### config.mk
export PLATFORM = sky130hd
export DESIGN_NAME = hill_cipher_3x3_mod26
export DESIGN_NICKNAME = d
export VERILOG_FILES = /design/src/rtl/core/hc3_pkg.sv /design/src/rtl/core/hill_cipher_3x3_mod26.sv /design/src/rtl/core/hc3_ctrl.sv /design/src/rtl/core/hc3_dp.sv
export SDC_FILE = /design/constraint.sdc
export NUM_CORES = 2
export LEC_CHECK = 0
export BUFFER_PORTS_ARGS = -buffer_cell sky130_fd_sc_hd__buf_2
export CORE_UTILIZATION = 38
export DETAILED_ROUTE_END_ITERATION = 10
export PLACE_DENSITY = 0.51
export SYNTH_ARGS = -nofsm -noshare
export SYNTH_HDL_FRONTEND = slang
export SYNTH_SLANG_ARGS = --single-unit
### constraint.sdc
create_clock -name clk -period 20 [get_ports clk]
set_input_delay 1 -clock clk [delete_from_list [all_inputs] [get_ports clk]]
set_output_delay 1 -clock clk [all_outputs]
set_load 0.1 [all_outputs]
### src/rtl/core/hc3_pkg.sv
`timescale 1ns / 1ps

package hc3_pkg;

  localparam int LETTER_W = 5;
  localparam int KEY_LEN = 9;
  localparam int KEY_W = LETTER_W * KEY_LEN;
  localparam int ACC_W = 11;
  localparam int STEP_W = 4;
  localparam int CFG_IDX_W = 2;

  localparam logic [LETTER_W-1:0] MODULUS = 5'd26;

  // floor(x / 26) for x below 2048 is (x * 2521) >> 16.
  localparam logic [11:0] RECIP = 12'd2521;
  localparam int RECIP_SHIFT = 16;

  localparam logic [CFG_IDX_W-1:0] CFG_KEY = 2'd0;
  localparam logic [CFG_IDX_W-1:0] CFG_MODE = 2'd1;

  localparam logic [STEP_W-1:0] STEP_LAST_ENTRY = 4'd8;
  localparam logic [STEP_W-1:0] STEP_LAST_DET = 4'd2;

  typedef struct packed {
    logic              capture;
    logic              load_plain;
    logic              cof_en;
    logic              det_en;
    logic              adj_en;
    logic              sum_en;
    logic              res_en;
    logic [STEP_W-1:0] step;
  } dp_cmd_t;

  function automatic logic [LETTER_W-1:0] mod26(input logic [ACC_W-1:0] x);
    logic [ACC_W+11:0] prod;
    logic [6:0]        q;
    logic [ACC_W-1:0]  qm;
    logic [ACC_W-1:0]  r;
    prod = (ACC_W+12)'(x) * (ACC_W+12)'(RECIP);
    q = 7'(prod >> RECIP_SHIFT);
    qm = ACC_W'(q) * ACC_W'(MODULUS);
    r = x - qm;
    return r[LETTER_W-1:0];
  endfunction

  function automatic logic [LETTER_W-1:0] red26(input logic [LETTER_W-1:0] v);
    return (v >= MODULUS) ? v - MODULUS : v;
  endfunction

  // Multiplicative inverse mod 26; zero where none exists.
  function automatic logic [LETTER_W-1:0] inv_mod26(input logic [LETTER_W-1:0] d);
    logic [LETTER_W-1:0] r;
    unique case (d)
      5'd1:    r = 5'd1;
      5'd3:    r = 5'd9;
      5'd5:    r = 5'd21;
      5'd7:    r = 5'd15;
      5'd9:    r = 5'd3;
      5'd11:   r = 5'd19;
      5'd15:   r = 5'd7;
      5'd17:   r = 5'd23;
      5'd19:   r = 5'd11;
      5'd21:   r = 5'd5;
      5'd23:   r = 5'd17;
      5'd25:   r = 5'd25;
      default: r = 5'd0;
    endcase
    return r;
  endfunction

endpackage

### src/rtl/core/hill_cipher_3x3_mod26.sv
`timescale 1ns / 1ps

// Hill cipher on 3-letter words with a 3x3 key, all arithmetic mod 26.
// Input channel: in_valid/in_ready carry letter_a..letter_c (0..25; 26..31
// are folded mod 26). Output channel: out_valid/out_ready carry out_a..out_c
// and key_error, one result word per input word.
// Configuration: cfg_write_en with cfg_index 0 loads the nine key letters
// (row-major, letter 0 in bits 4..0), index 1 loads decrypt_mode; other
// indexes are ignored. Write only while the block is idle.
// Sequence: with the working key in place a word is captured, multiplied
// and accumulated, then reduced mod 26; a new word is taken only after the
// last has left its reduce step, and the result shows on out_valid in the
// cycle after the reduce step. The first word after reset or a key or mode
// write derives the working key: a copy in encrypt mode; in decrypt mode
// nine cofactors, three determinant steps and nine adjugates, one per cycle.
// In decrypt mode, a key whose determinant has no inverse mod 26 gives
// key_error=1 and zero letters until the next key or mode register write.
// Reset clears the key to zero, selects decrypt mode and empties the output.
// A stalled receiver holds the result register; one more input word can be
// taken and worked up to its reduce step while the earlier result waits.
module hill_cipher_3x3_mod26 (
  input  logic                          clk,
  input  logic                          rst,
  input  logic                          cfg_write_en,
  input  logic [hc3_pkg::CFG_IDX_W-1:0] cfg_index,
  input  logic [hc3_pkg::KEY_W-1:0]     cfg_data,
  input  logic                          in_valid,
  output logic                          in_ready,
  input  logic [hc3_pkg::LETTER_W-1:0]  letter_a,
  input  logic [hc3_pkg::LETTER_W-1:0]  letter_b,
  input  logic [hc3_pkg::LETTER_W-1:0]  letter_c,
  output logic                          out_valid,
  input  logic                          out_ready,
  output logic [hc3_pkg::LETTER_W-1:0]  out_a,
  output logic [hc3_pkg::LETTER_W-1:0]  out_b,
  output logic [hc3_pkg::LETTER_W-1:0]  out_c,
  output logic                          key_error
);
  import hc3_pkg::*;

  dp_cmd_t cmd;
  logic    decrypt;

  // The controller sequences key derivation and the per-word steps.
  hc3_ctrl u_ctrl (
    .clk          (clk),
    .rst          (rst),
    .cfg_write_en (cfg_write_en),
    .cfg_index    (cfg_index),
    .in_valid     (in_valid),
    .in_ready     (in_ready),
    .out_valid    (out_valid),
    .out_ready    (out_ready),
    .decrypt      (decrypt),
    .cmd          (cmd)
  );

  // The datapath holds the key registers, the working key and the result.
  hc3_dp u_dp (
    .clk          (clk),
    .rst          (rst),
    .cfg_write_en (cfg_write_en),
    .cfg_index    (cfg_index),
    .cfg_data     (cfg_data),
    .letter_a     (letter_a),
    .letter_b     (letter_b),
    .letter_c     (letter_c),
    .cmd          (cmd),
    .decrypt      (decrypt),
    .out_a        (out_a),
    .out_b        (out_b),
    .out_c        (out_c),
    .key_error    (key_error)
  );

endmodule

### src/rtl/core/hc3_ctrl.sv
`timescale 1ns / 1ps

module hc3_ctrl (
  input  logic                          clk,
  input  logic                          rst,
  input  logic                          cfg_write_en,
  input  logic [hc3_pkg::CFG_IDX_W-1:0] cfg_index,
  input  logic                          in_valid,
  output logic                          in_ready,
  output logic                          out_valid,
  input  logic                          out_ready,
  input  logic                          decrypt,
  output hc3_pkg::dp_cmd_t              cmd
);
  import hc3_pkg::*;

  typedef enum logic [2:0] {
    ST_IDLE,
    ST_PLAIN,
    ST_COF,
    ST_DET,
    ST_ADJ,
    ST_SUM,
    ST_MOD
  } state_t;

  state_t            state;
  logic [STEP_W-1:0] step;
  logic              key_ready;
  logic              accept;
  logic              out_free;
  logic              cfg_hit;

  assign in_ready = (state == ST_IDLE);
  assign accept   = in_valid && in_ready;
  assign out_free = !out_valid || out_ready;
  assign cfg_hit  = cfg_write_en && (cfg_index == CFG_KEY || cfg_index == CFG_MODE);

  always_comb begin
    cmd            = '0;
    cmd.step       = step;
    cmd.capture    = accept;
    cmd.load_plain = (state == ST_PLAIN);
    cmd.cof_en     = (state == ST_COF);
    cmd.det_en     = (state == ST_DET);
    cmd.adj_en     = (state == ST_ADJ);
    cmd.sum_en     = (state == ST_SUM);
    cmd.res_en     = (state == ST_MOD) && out_free;
  end

  always_ff @(posedge clk) begin
    if (rst) begin
      state     <= ST_IDLE;
      step      <= '0;
      key_ready <= 1'b0;
      out_valid <= 1'b0;
    end else begin
      if (cmd.res_en) begin
        out_valid <= 1'b1;
      end else if (out_ready) begin
        out_valid <= 1'b0;
      end
      unique case (state)
        ST_IDLE: begin
          if (accept) begin
            step <= '0;
            if (key_ready) begin
              state <= ST_SUM;
            end else if (decrypt) begin
              state <= ST_COF;
            end else begin
              state <= ST_PLAIN;
            end
          end
        end
        ST_PLAIN: begin
          key_ready <= 1'b1;
          state     <= ST_SUM;
        end
        ST_COF: begin
          if (step == STEP_LAST_ENTRY) begin
            step  <= '0;
            state <= ST_DET;
          end else begin
            step <= step + 1'b1;
          end
        end
        ST_DET: begin
          if (step == STEP_LAST_DET) begin
            step  <= '0;
            state <= ST_ADJ;
          end else begin
            step <= step + 1'b1;
          end
        end
        ST_ADJ: begin
          if (step == STEP_LAST_ENTRY) begin
            step      <= '0;
            key_ready <= 1'b1;
            state     <= ST_SUM;
          end else begin
            step <= step + 1'b1;
          end
        end
        ST_SUM: begin
          state <= ST_MOD;
        end
        ST_MOD: begin
          if (out_free) begin
            state <= ST_IDLE;
          end
        end
        default: begin
          state <= ST_IDLE;
        end
      endcase
      // User keeps writes idle-only, unchecked; a listed one forces rederivation.
      if (cfg_hit) begin
        key_ready <= 1'b0;
      end
    end
  end

  a_cfg_clears_key: assert property (@(posedge clk) disable iff (rst)
    cfg_hit |=> !key_ready)
    else $error("key still marked ready after a configuration write");

  a_sum_needs_key: assert property (@(posedge clk) disable iff (rst)
    (state == ST_SUM) |-> key_ready)
    else $error("multiply started before the working key was derived");

  a_adj_end_ready: assert property (@(posedge clk) disable iff (rst)
    (state == ST_ADJ && step == STEP_LAST_ENTRY) |=> (key_ready && state == ST_SUM))
    else $error("inverse derivation did not hand over to the multiply");

endmodule

### src/rtl/core/hc3_dp.sv
`timescale 1ns / 1ps

module hc3_dp (
  input  logic                              clk,
  input  logic                              rst,
  input  logic                              cfg_write_en,
  input  logic [hc3_pkg::CFG_IDX_W-1:0]     cfg_index,
  input  logic [hc3_pkg::KEY_W-1:0]         cfg_data,
  input  logic [hc3_pkg::LETTER_W-1:0]      letter_a,
  input  logic [hc3_pkg::LETTER_W-1:0]      letter_b,
  input  logic [hc3_pkg::LETTER_W-1:0]      letter_c,
  input  hc3_pkg::dp_cmd_t                  cmd,
  output logic                              decrypt,
  output logic [hc3_pkg::LETTER_W-1:0]      out_a,
  output logic [hc3_pkg::LETTER_W-1:0]      out_b,
  output logic [hc3_pkg::LETTER_W-1:0]      out_c,
  output logic                              key_error
);
  import hc3_pkg::*;

  logic [KEY_W-1:0]    key_letters;
  logic                decrypt_mode;
  logic [LETTER_W-1:0] kred [KEY_LEN];
  logic [LETTER_W-1:0] p    [3];
  logic [LETTER_W-1:0] cof  [KEY_LEN];
  logic [LETTER_W-1:0] wk   [KEY_LEN];
  logic [ACC_W-1:0]    sum  [3];
  logic [LETTER_W-1:0] det;
  logic                invalid;

  logic [1:0]          r;
  logic [1:0]          c;
  logic [1:0]          rr0, rr1, cc0, cc1;
  logic [STEP_W-1:0]   i0, i1, i2, i3;
  logic [STEP_W-1:0]   tidx;
  logic [ACC_W-1:0]    minor_raw;
  logic [LETTER_W-1:0] minor_mod;
  logic [LETTER_W-1:0] cof_val;
  logic [LETTER_W-1:0] det_in;
  logic [ACC_W-1:0]    det_raw;
  logic [LETTER_W-1:0] inv;
  logic [ACC_W-1:0]    adj_raw;

  assign decrypt = decrypt_mode;

  always_comb begin
    for (int i = 0; i < KEY_LEN; i++) begin
      kred[i] = red26(key_letters[i*LETTER_W +: LETTER_W]);
    end
  end

  // Row and column of the entry addressed by the step counter.
  always_comb begin
    if (cmd.step >= 4'd6) begin
      r = 2'd2;
    end else if (cmd.step >= 4'd3) begin
      r = 2'd1;
    end else begin
      r = 2'd0;
    end
    c = 2'(cmd.step - STEP_W'(r) * 4'd3);
    rr0 = (r == 2'd0) ? 2'd1 : 2'd0;
    rr1 = (r == 2'd2) ? 2'd1 : 2'd2;
    cc0 = (c == 2'd0) ? 2'd1 : 2'd0;
    cc1 = (c == 2'd2) ? 2'd1 : 2'd2;
    i0 = STEP_W'(rr0) * 4'd3 + STEP_W'(cc0);
    i1 = STEP_W'(rr0) * 4'd3 + STEP_W'(cc1);
    i2 = STEP_W'(rr1) * 4'd3 + STEP_W'(cc0);
    i3 = STEP_W'(rr1) * 4'd3 + STEP_W'(cc1);
    tidx = STEP_W'(c) * 4'd3 + STEP_W'(r);
  end

  // One cofactor per step; adding 26*26 keeps the difference positive.
  assign minor_raw = ACC_W'(kred[i0]) * ACC_W'(kred[i3])
                   + ACC_W'(MODULUS) * ACC_W'(MODULUS)
                   - ACC_W'(kred[i1]) * ACC_W'(kred[i2]);
  assign minor_mod = mod26(minor_raw);
  assign cof_val   = ((r[0] ^ c[0]) && minor_mod != '0) ? MODULUS - minor_mod : minor_mod;

  assign det_in  = (cmd.step == '0) ? '0 : det;
  assign det_raw = ACC_W'(det_in) + ACC_W'(kred[cmd.step]) * ACC_W'(cof[cmd.step]);
  assign inv     = inv_mod26(det);
  assign adj_raw = ACC_W'(cof[tidx]) * ACC_W'(inv);

  always_ff @(posedge clk) begin
    if (rst) begin
      key_letters  <= '0;
      decrypt_mode <= 1'b1;
      invalid      <= 1'b0;
    end else begin
      if (cfg_write_en && cfg_index == CFG_KEY) begin
        key_letters <= cfg_data;
      end
      if (cfg_write_en && cfg_index == CFG_MODE) begin
        decrypt_mode <= cfg_data[0];
      end
      if (cmd.load_plain) begin
        invalid <= 1'b0;
      end
      if (cmd.adj_en) begin
        invalid <= (inv == '0);
      end
    end
  end

  always_ff @(posedge clk) begin
    if (cmd.capture) begin
      p[0] <= red26(letter_a);
      p[1] <= red26(letter_b);
      p[2] <= red26(letter_c);
    end
    if (cmd.load_plain) begin
      for (int i = 0; i < KEY_LEN; i++) begin
        wk[i] <= kred[i];
      end
    end
    if (cmd.cof_en) begin
      cof[cmd.step] <= cof_val;
    end
    if (cmd.det_en) begin
      det <= mod26(det_raw);
    end
    if (cmd.adj_en) begin
      wk[cmd.step] <= mod26(adj_raw);
    end
    if (cmd.sum_en) begin
      for (int j = 0; j < 3; j++) begin
        sum[j] <= ACC_W'(p[0]) * ACC_W'(wk[j])
                + ACC_W'(p[1]) * ACC_W'(wk[3+j])
                + ACC_W'(p[2]) * ACC_W'(wk[6+j]);
      end
    end
    if (cmd.res_en) begin
      out_a     <= invalid ? '0 : mod26(sum[0]);
      out_b     <= invalid ? '0 : mod26(sum[1]);
      out_c     <= invalid ? '0 : mod26(sum[2]);
      key_error <= invalid;
    end
  end

endmodule

==> After elaboration in Yosys (flattened, before gate mapping) <==
Memory sizes are Yosys's and may differ from the RTL's. A register that Yosys moved wholly into a read port is not among the register bits.
Cells that the tools add are included.
{ "totals": {"regBits": 77, "ramBits": 138, "mem_bits_ro": 160, "inputBits": 67, "out_inout_bits": 18, "wordCells": 216, "mem_count": 5} }
{ "mem_list": {"columns": ["memory", "depth", "width", "rd", "rd_ports_with_merged_regs", "write_ports", "line_no", "source"], "rows": [
  ["(no name shown)", 32, 5, 1, 1, 0, "hc3_pkg.sv:54", "unique case (d)"],
  ["u_dp.cof", 9, 5, 2, 1, 1, "hc3_dp.sv:25", "logic [LETTER_W-1:0] cof [KEY_LEN];"],
  ["u_dp.wk", 9, 5, 9, 0, 9, "hc3_dp.sv:26", "logic [LETTER_W-1:0] wk [KEY_LEN];"],
  ["u_dp.sum", 3, 11, 3, 0, 3, "hc3_dp.sv:27", "logic [ACC_W-1:0] sum [3];"],
  ["u_dp.p", 3, 5, 3, 0, 3, "hc3_dp.sv:24", "logic [LETTER_W-1:0] p [3];"]
]} }
{ "classes": {"add_sub_neg": 35, "multipliers": 29, "magnitude_cmp": 19, "n_eq_ne": 16, "muxes": 69, "n_bitwise": 6, "reduce_logical": 25} }
{ "op_table": {"columns": ["operator", "n"], "rows": [
  ["multiplier 5 x 5 -> 10 bit", 13],
  ["two-way mux 5 bit", 26],
  ["multiplier 11 x 12 -> 23 bit, second input constant", 5],
  ["binary-select mux 5 bit (select 4 bit)", 5],
  [">= comparator 5 bit, second input constant", 17],
  ["subtractor 5 bit, second input constant", 12],
  ["multiplier 7 x 4 -> 4 bit, second input constant", 6],
  ["adder 10 x 10 -> 11 bit", 3],
  ["adder 11 x 10 -> 11 bit", 3],
  ["subtractor 5 bit", 6],
  ["inverter 4 -> 5 bit", 5],
  ["two-way mux 4 bit", 6],
  ["multiplier 10 x 12 -> 22 bit, second input constant", 1],
  ["one-hot mux 3 bit (7 select lines)", 1],
  ["adder 4 x 2 -> 4 bit", 5],
  ["two-way mux 1 bit", 19],
  ["two-way mux 3 bit", 6],
  ["multiplier 2 x 2 -> 4 bit, second input constant", 3],
  ["one-hot mux 4 bit (3 select lines)", 1],
  ["adder 10 x 10 -> 11 bit, second input constant", 1],
  ["adder 5 x 10 -> 11 bit", 1],
  ["subtractor 11 x 10 -> 11 bit", 1],
  ["== test 3 bit, second input constant", 3],
  ["two-way mux 2 bit", 4],
  ["30 further kinds", 46]
]} }

==> Logic depth before layout (Yosys ltp) <==
{ "depth": {"ltp_word": 21, "ltp_mapped": 69, "depth_no_buf": 66} }

==> By module <==
A second synthesis with hierarchy kept.
{ "hier_totals": {"hier_cells": 3512, "area_unflattened_um2": 35017.3} }
{ "by_module_without_submodules": {"columns": ["module", "n_inst", "cells_each", "area_per_inst_um2", "seq_area_each_um2"], "rows": [
  ["hc3_dp", 1, 3437, 34375.5, 5815.6],
  ["hc3_ctrl", 1, 75, 641.9, 180.2]
]} }

==> Worst setup path after synthesis <==
Ideal clock, no wire load.
{ "synth_path": {"kind": "reg2reg", "startpoint": "register u_ctrl.step[0]", "endpoint": "memory u_dp.cof[0][1], data pin", "setup_time_ns": 0.241, "arrival_ns": 15.103, "required_ns": 19.759, "slack_ns": 4.655, "stages_incl_launch_ff": 65, "synth_period_minus_slack_ns": 15.345, "path_cell_list": "dfxtp_1 > clkbuf_1 > inv_1 > ha_1 > clkbuf_1 > o21ai_0 > nor2b_1 > buf_1 > inv_1 > nor2_1 > ha_1 > ha_1 > nor2_1 > xnor2_1 > xnor2_1 > ha_1 > ha_1 > buf_1 > [... 29 more ...] > a21oi_1 > nand2_1 > a21o_1 > a211o_1 > nand2_1 > nand2_1 > a21oi_1 > xnor2_1 > ha_1 > inv_1 > ha_1 > a21oi_1 > xnor2_1 > xnor2_1 > xnor2_1 > xor3_1 > o31ai_1 > mux2i_1"} }
{ "synth_between": {"elab_chain_cells": 21} }
{ "synth_rtl": {"columns": ["item", "line_no", "source"], "rows": [
  ["start, declared", "hc3_ctrl.sv:28", "logic [STEP_W-1:0] step;"],
  ["start signal, assigned", "hc3_ctrl.sv:85", "step <= step + 1'b1;"],
  ["start signal, assigned", "hc3_ctrl.sv:93", "step <= step + 1'b1;"],
  ["start signal, assigned", "hc3_ctrl.sv:102", "step <= step + 1'b1;"],
  ["parallel branches: the longest is 20 deep, another holds >= comparator 4 x 2 -> 1 bit", null, null],
  ["two-way mux 5 bit (*)", "hc3_dp.sv:78", "assign cof_val = ((r[0] ^ c[0]) && minor_mod != '0) ? MODULUS - minor_mod : minor_mod;"],
  ["net u_dp.cof_val[1]", "hc3_dp.sv:38", "logic [LETTER_W-1:0] cof_val;"],
  ["end, declared", "hc3_dp.sv:25", null]
]} }
Mark *: on every way through the listed nets, which the timed path passes. The select of a mux whose other input is x is not followed.

==> Worst setup path after layout <==
Same ends and word-level chain as after synthesis.

==> insert_results.sql <==
INSERT INTO impl_metrics (metric_group, metric, value, unit) VALUES
('run_status', 'outcome', 'finished, final reports clean', ''),
('global_routing', 'grt_residual_overflow', '0', ''),
('die', 'die_width', '307', 'µm'),
('global_routing', 'grt_antenna_before_repair', '2', ''),
('worst_setup_path', 'critical-path-top-delay-family', 'adder cells', ''),
('clocking', 'cts-root-to-sink-buffers', '3', ''),
('final_layout', 'synthToLayoutAreaGrowth', '8.56', '%'),
('die', 'initial_core_util', '0.384', ''),
('die', 'die_height', '307', 'µm'),
('synth', 'most_instantiated_flip_flop_cell_in_the_synthesis_netlist', 'sky130_fd_sc_hd__edfxtp_1', ''),
('worst_setup_path', 'crit_required', '20310', 'ps'),
('synth', 'synth.top_cells.by_count', 'sky130_fd_sc_hd__inv_1 (765), sky130_fd_sc_hd__ha_1 (612), sky130_fd_sc_hd__fa_1 (442), sky130_fd_sc_hd__nand2_1 (278), sky130_fd_sc_hd__edfxtp_1 (159)', ''),
('timing', 'max_clock_freq', '0.0592', 'GHz'),
('routing', 'dr.first_iter.drc_count', '1064', ''),
('clocking', 'clkSlewWorstSetupHoldPaths', '60', 'ps'),
('synth', 'synth_cells', '3528', ''),
('synth', 'async_flop_share', '0', ''),
('worst_setup_path', 'regToRegSetupSlack', '3120', 'ps'),
('timing', 'clock_skew', '14.2', 'ps'),
('synth', 'number_of_synthesized_flops_with_an_enable_pin', '159', ''),
('flow_run', 'drv_cap', '0', ''),
('die', 'ios', '85', ''),
('die', 'placeableCoreArea', '0.0919', 'mm²'),
('timing', 'finalHoldViolations', '0', ''),
('worst_setup_path', 'end_kind', 'register', ''),
('worst_setup_path', 'r2r_cells', '60', ''),
('global_routing', 'globalRouteTotalUtil', '0.179', ''),
('worst_setup_path', 'worst-endpoint-arrival', '17190', 'ps'),
('routing', 'detail_route.drc_violations', '0', ''),
('worst_setup_path', 'start_kind', 'register', ''),
('place', 'routability_congestion_estimate_from_global_placement', '0.899', ''),
('routing', 'drt_pre_antenna_iters', '6', ''),
('synth', 'synth-seq-cells', '224', ''),
('timing', 'final.period_utilization', '0.844', ''),
('place', 'place_hpwl', '67100', 'µm'),
('routing', 'postRouteAntennaNets', '0', ''),
('worst_setup_path', 'worstReg2RegStart', 'u_ctrl.step[0]$_SDFFE_PP0P_', ''),
('place', 'port_buffers', '84', ''),
('routing', 'viasPerCell', '4.86', ''),
('clocking', 'cts.root.buffer_cell', 'sky130_fd_sc_hd__clkbuf_16', ''),
('hold_path', 'count_of_cells_along_the_worst_hold_path', '2', ''),
('synth', 'yosysTopAreaCell', 'sky130_fd_sc_hd__fa_1', ''),
('clocking', 'post-cts-setup-buffer-count', '0', ''),
('synth', 'synth_cell_type_count', '87', ''),
('worst_setup_path', 'critical_path.endpoint', 'u_dp.cof[0][1]$_DFFE_PP_', ''),
('timing', 'final_max_slew_viol_count', '0', ''),
('worst_setup_path', 'path_common_cell', 'sky130_fd_sc_hd__ha_1', ''),
('worst_setup_path', 'critical_path_depth', '60', ''),
('synth', 'synth.yosys.warnings', '0', ''),
('synth', 'yosys.cell_count.top_type', 'sky130_fd_sc_hd__inv_1', ''),
('worst_setup_path', 'crit_fanout', '18', ''),
('timing', 'tightestPinTransition', '1340', 'ps'),
('hold_path', 'classification_of_the_worst_slack_hold_path', 'register to register', ''),
('routing', 'wl_per_cell', '16.7', 'µm'),
('timing', 'timing.max_slew.rel_slack', '0.108', ''),
('routing', 'drt-met1-wl', '37700', 'µm'),
('global_routing', 'maximum_number_of_pins_on_one_net_before_global_route_repair', '55', ''),
('routing', 'met2_wl_post_dr', '39400', 'µm'),
('final_layout', 'layout.filler_cells', '9136', ''),
('clocking', 'cts_hold_repair.buffers', '0', ''),
('synth', 'syn_area_cell', '10.0', 'µm²'),
('clocking', 'cts_tree', 'yes', ''),
('die', 'fp-row-count', '111', ''),
('routing', 'routed-wl-met3', '2930', 'µm'),
('clocking', 'h_tree_depth', '1', ''),
('synth', 'portion_of_synthesized_cell_area_occupied_by_the_leading_cell_type', '0.250', ''),
('worst_setup_path', 'critical_path_buf_inv_count', '8', ''),
('synth', 'synth.area.top_cells', 'sky130_fd_sc_hd__fa_1 (25%), sky130_fd_sc_hd__ha_1 (22%), sky130_fd_sc_hd__edfxtp_1 (14%), sky130_fd_sc_hd__inv_1 (8.1%), sky130_fd_sc_hd__dfxtp_1 (3.7%)', ''),
('timing', 'setup_total_negative_slack', '0', 'ps'),
('global_routing', 'first_global_vias', '24729', ''),
('synth', 'synthesis.area', '0.0353', 'mm²');
## sequential cells by signal, summed over array words and instances, names as in the netlist, 3 cells and up, named ones only
signal            cells
u_ctrl.step           4
u_dp.out_b            5
u_dp.det              5
u_dp.key_letters     45
u_dp.p               15
u_dp.inv              5
u_dp.out_c            5
u_dp.wk              45
u_ctrl.state          3
u_dp.sum             33
u_dp.out_a            5
u_dp.cof             45
## area by class of cell
type / instances / area [µm²] / area share
Clock buffer: 35 / 758 / 0.0198
Tap cell: 1243 / 1560 / 0.0405
Sequential cell: 224 / 6080 / 0.158
Inverter: 766 / 2880 / 0.0749
Multi-Input combinational cell: 2468 / 26100 / 0.681
Timing Repair Buffer: 119 / 683 / 0.0178
Antenna cell: 1 / 2.50 / 0.0000652
Clock inverter: 19 / 283 / 0.00737
## kinds of logic after synthesis
| logic type | after synthesis | share of synthesized area |
|---|---|---|
| DFF | 224 | 0.172 |
| adders and majority gates | 1055 | 0.467 |
| buffers and inverters | 836 | 0.0894 |
| AOI/OAI and AO/OA | 428 | 0.0756 |
| xor gates and xnor gates | 132 | 0.0362 |
| muxes | 138 | 0.0634 |
| and+or+nand+nor | 715 | 0.0961 |
## worst min-delay path by stage
| stage | start | slack, ps | endpoint |
|---|---|---|---|
| 2_1_floorplan | u_dp.key_letters[21]$_SDFFE_PP0P_ | 450 | u_dp.key_letters[21]$_SDFFE_PP0P_ |
| 3_3_place_gp | u_dp.key_letters[21]$_SDFFE_PP0P_ | 470 | u_dp.key_letters[21]$_SDFFE_PP0P_ |
| 3_5_place_dp | u_dp.key_letters[28]$_SDFFE_PP0P_ | 480 | u_dp.key_letters[28]$_SDFFE_PP0P_ |
| 4_1_cts | u_dp.key_letters[21]$_SDFFE_PP0P_ | 490 | u_dp.key_letters[21]$_SDFFE_PP0P_ |
| 5_1_grt | u_dp.key_letters[28]$_SDFFE_PP0P_ | 500 | u_dp.key_letters[28]$_SDFFE_PP0P_ |
| 6_report | u_dp.key_letters[21]$_SDFFE_PP0P_ | 480 | u_dp.key_letters[21]$_SDFFE_PP0P_ |
## per-layer routing
metal	GRT usage	vias to the layer above
met5	0	-
met4	0.0291	0
met3	0.0176	98
met2	0.309	387
met1	0.246	11567
li1	-	11653
## cell usage in the layout, fill, tap and decap left out, types with 5 or more instances in the layout
master	Yosys	routed
sky130_fd_sc_hd__inv_1	765	765
sky130_fd_sc_hd__ha_1	612	612
sky130_fd_sc_hd__fa_1	442	442
sky130_fd_sc_hd__nand2_1	278	278
sky130_fd_sc_hd__edfxtp_1	159	159
sky130_fd_sc_hd__and2_1	154	154
sky130_fd_sc_hd__a21oi_1	150	150
sky130_fd_sc_hd__nor2_1	149	148
sky130_fd_sc_hd__o21ai_0	98	98
sky130_fd_sc_hd__xnor2_1	89	89
sky130_fd_sc_hd__buf_2	1	84
sky130_fd_sc_hd__dfxtp_1	65	65
sky130_fd_sc_hd__mux2i_1	64	64
sky130_fd_sc_hd__mux4_2	56	56
sky130_fd_sc_hd__nor2b_1	40	39
sky130_fd_sc_hd__buf_4	1	35
sky130_fd_sc_hd__xor2_1	34	34
sky130_fd_sc_hd__a21o_1	33	33
sky130_fd_sc_hd__o21a_1	30	30
sky130_fd_sc_hd__clkbuf_16	0	29
sky130_fd_sc_hd__nand2b_1	24	23
sky130_fd_sc_hd__o21bai_1	22	22
sky130_fd_sc_hd__nand3_1	20	20
sky130_fd_sc_hd__nor3_1	17	16
sky130_fd_sc_hd__or2_2	9	9
sky130_fd_sc_hd__a211oi_1	9	9
sky130_fd_sc_hd__o31ai_1	10	9
sky130_fd_sc_hd__a21boi_0	9	9
sky130_fd_sc_hd__a31oi_1	8	8
sky130_fd_sc_hd__o22ai_1	8	8
sky130_fd_sc_hd__mux4_1	8	8
sky130_fd_sc_hd__bufinv_16	0	6
sky130_fd_sc_hd__and4_1	5	5
sky130_fd_sc_hd__o22a_1	5	5
sky130_fd_sc_hd__mux2_2	5	5
sky130_fd_sc_hd__nor3b_1	5	5
sky130_fd_sc_hd__clkbuf_1	58	5
## worst min-delay path: stages, from the launching register on
cell	delay [ps]
sky130_fd_sc_hd__dfxtp_1	320
sky130_fd_sc_hd__nand2_1	60
sky130_fd_sc_hd__a21oi_1	50
## per-stage QoR
step	instance area [µm²]	setup slack (ps)	cells	util	hold slack (ps)
2_1_floorplan	35300	4660	3528	-	446
3_3_place_gp	37300	3350	4820	0.406	471
3_5_place_dp	37300	3270	4820	0.406	478
4_1_cts	38400	3190	4874	0.417	488
5_1_grt	38400	1930	4874	0.417	500
6_report	38400	3120	4875	0.417	482
Power is not shown: default switching activity piles up to over one toggle a cycle in this logic, so the estimate is an artifact.
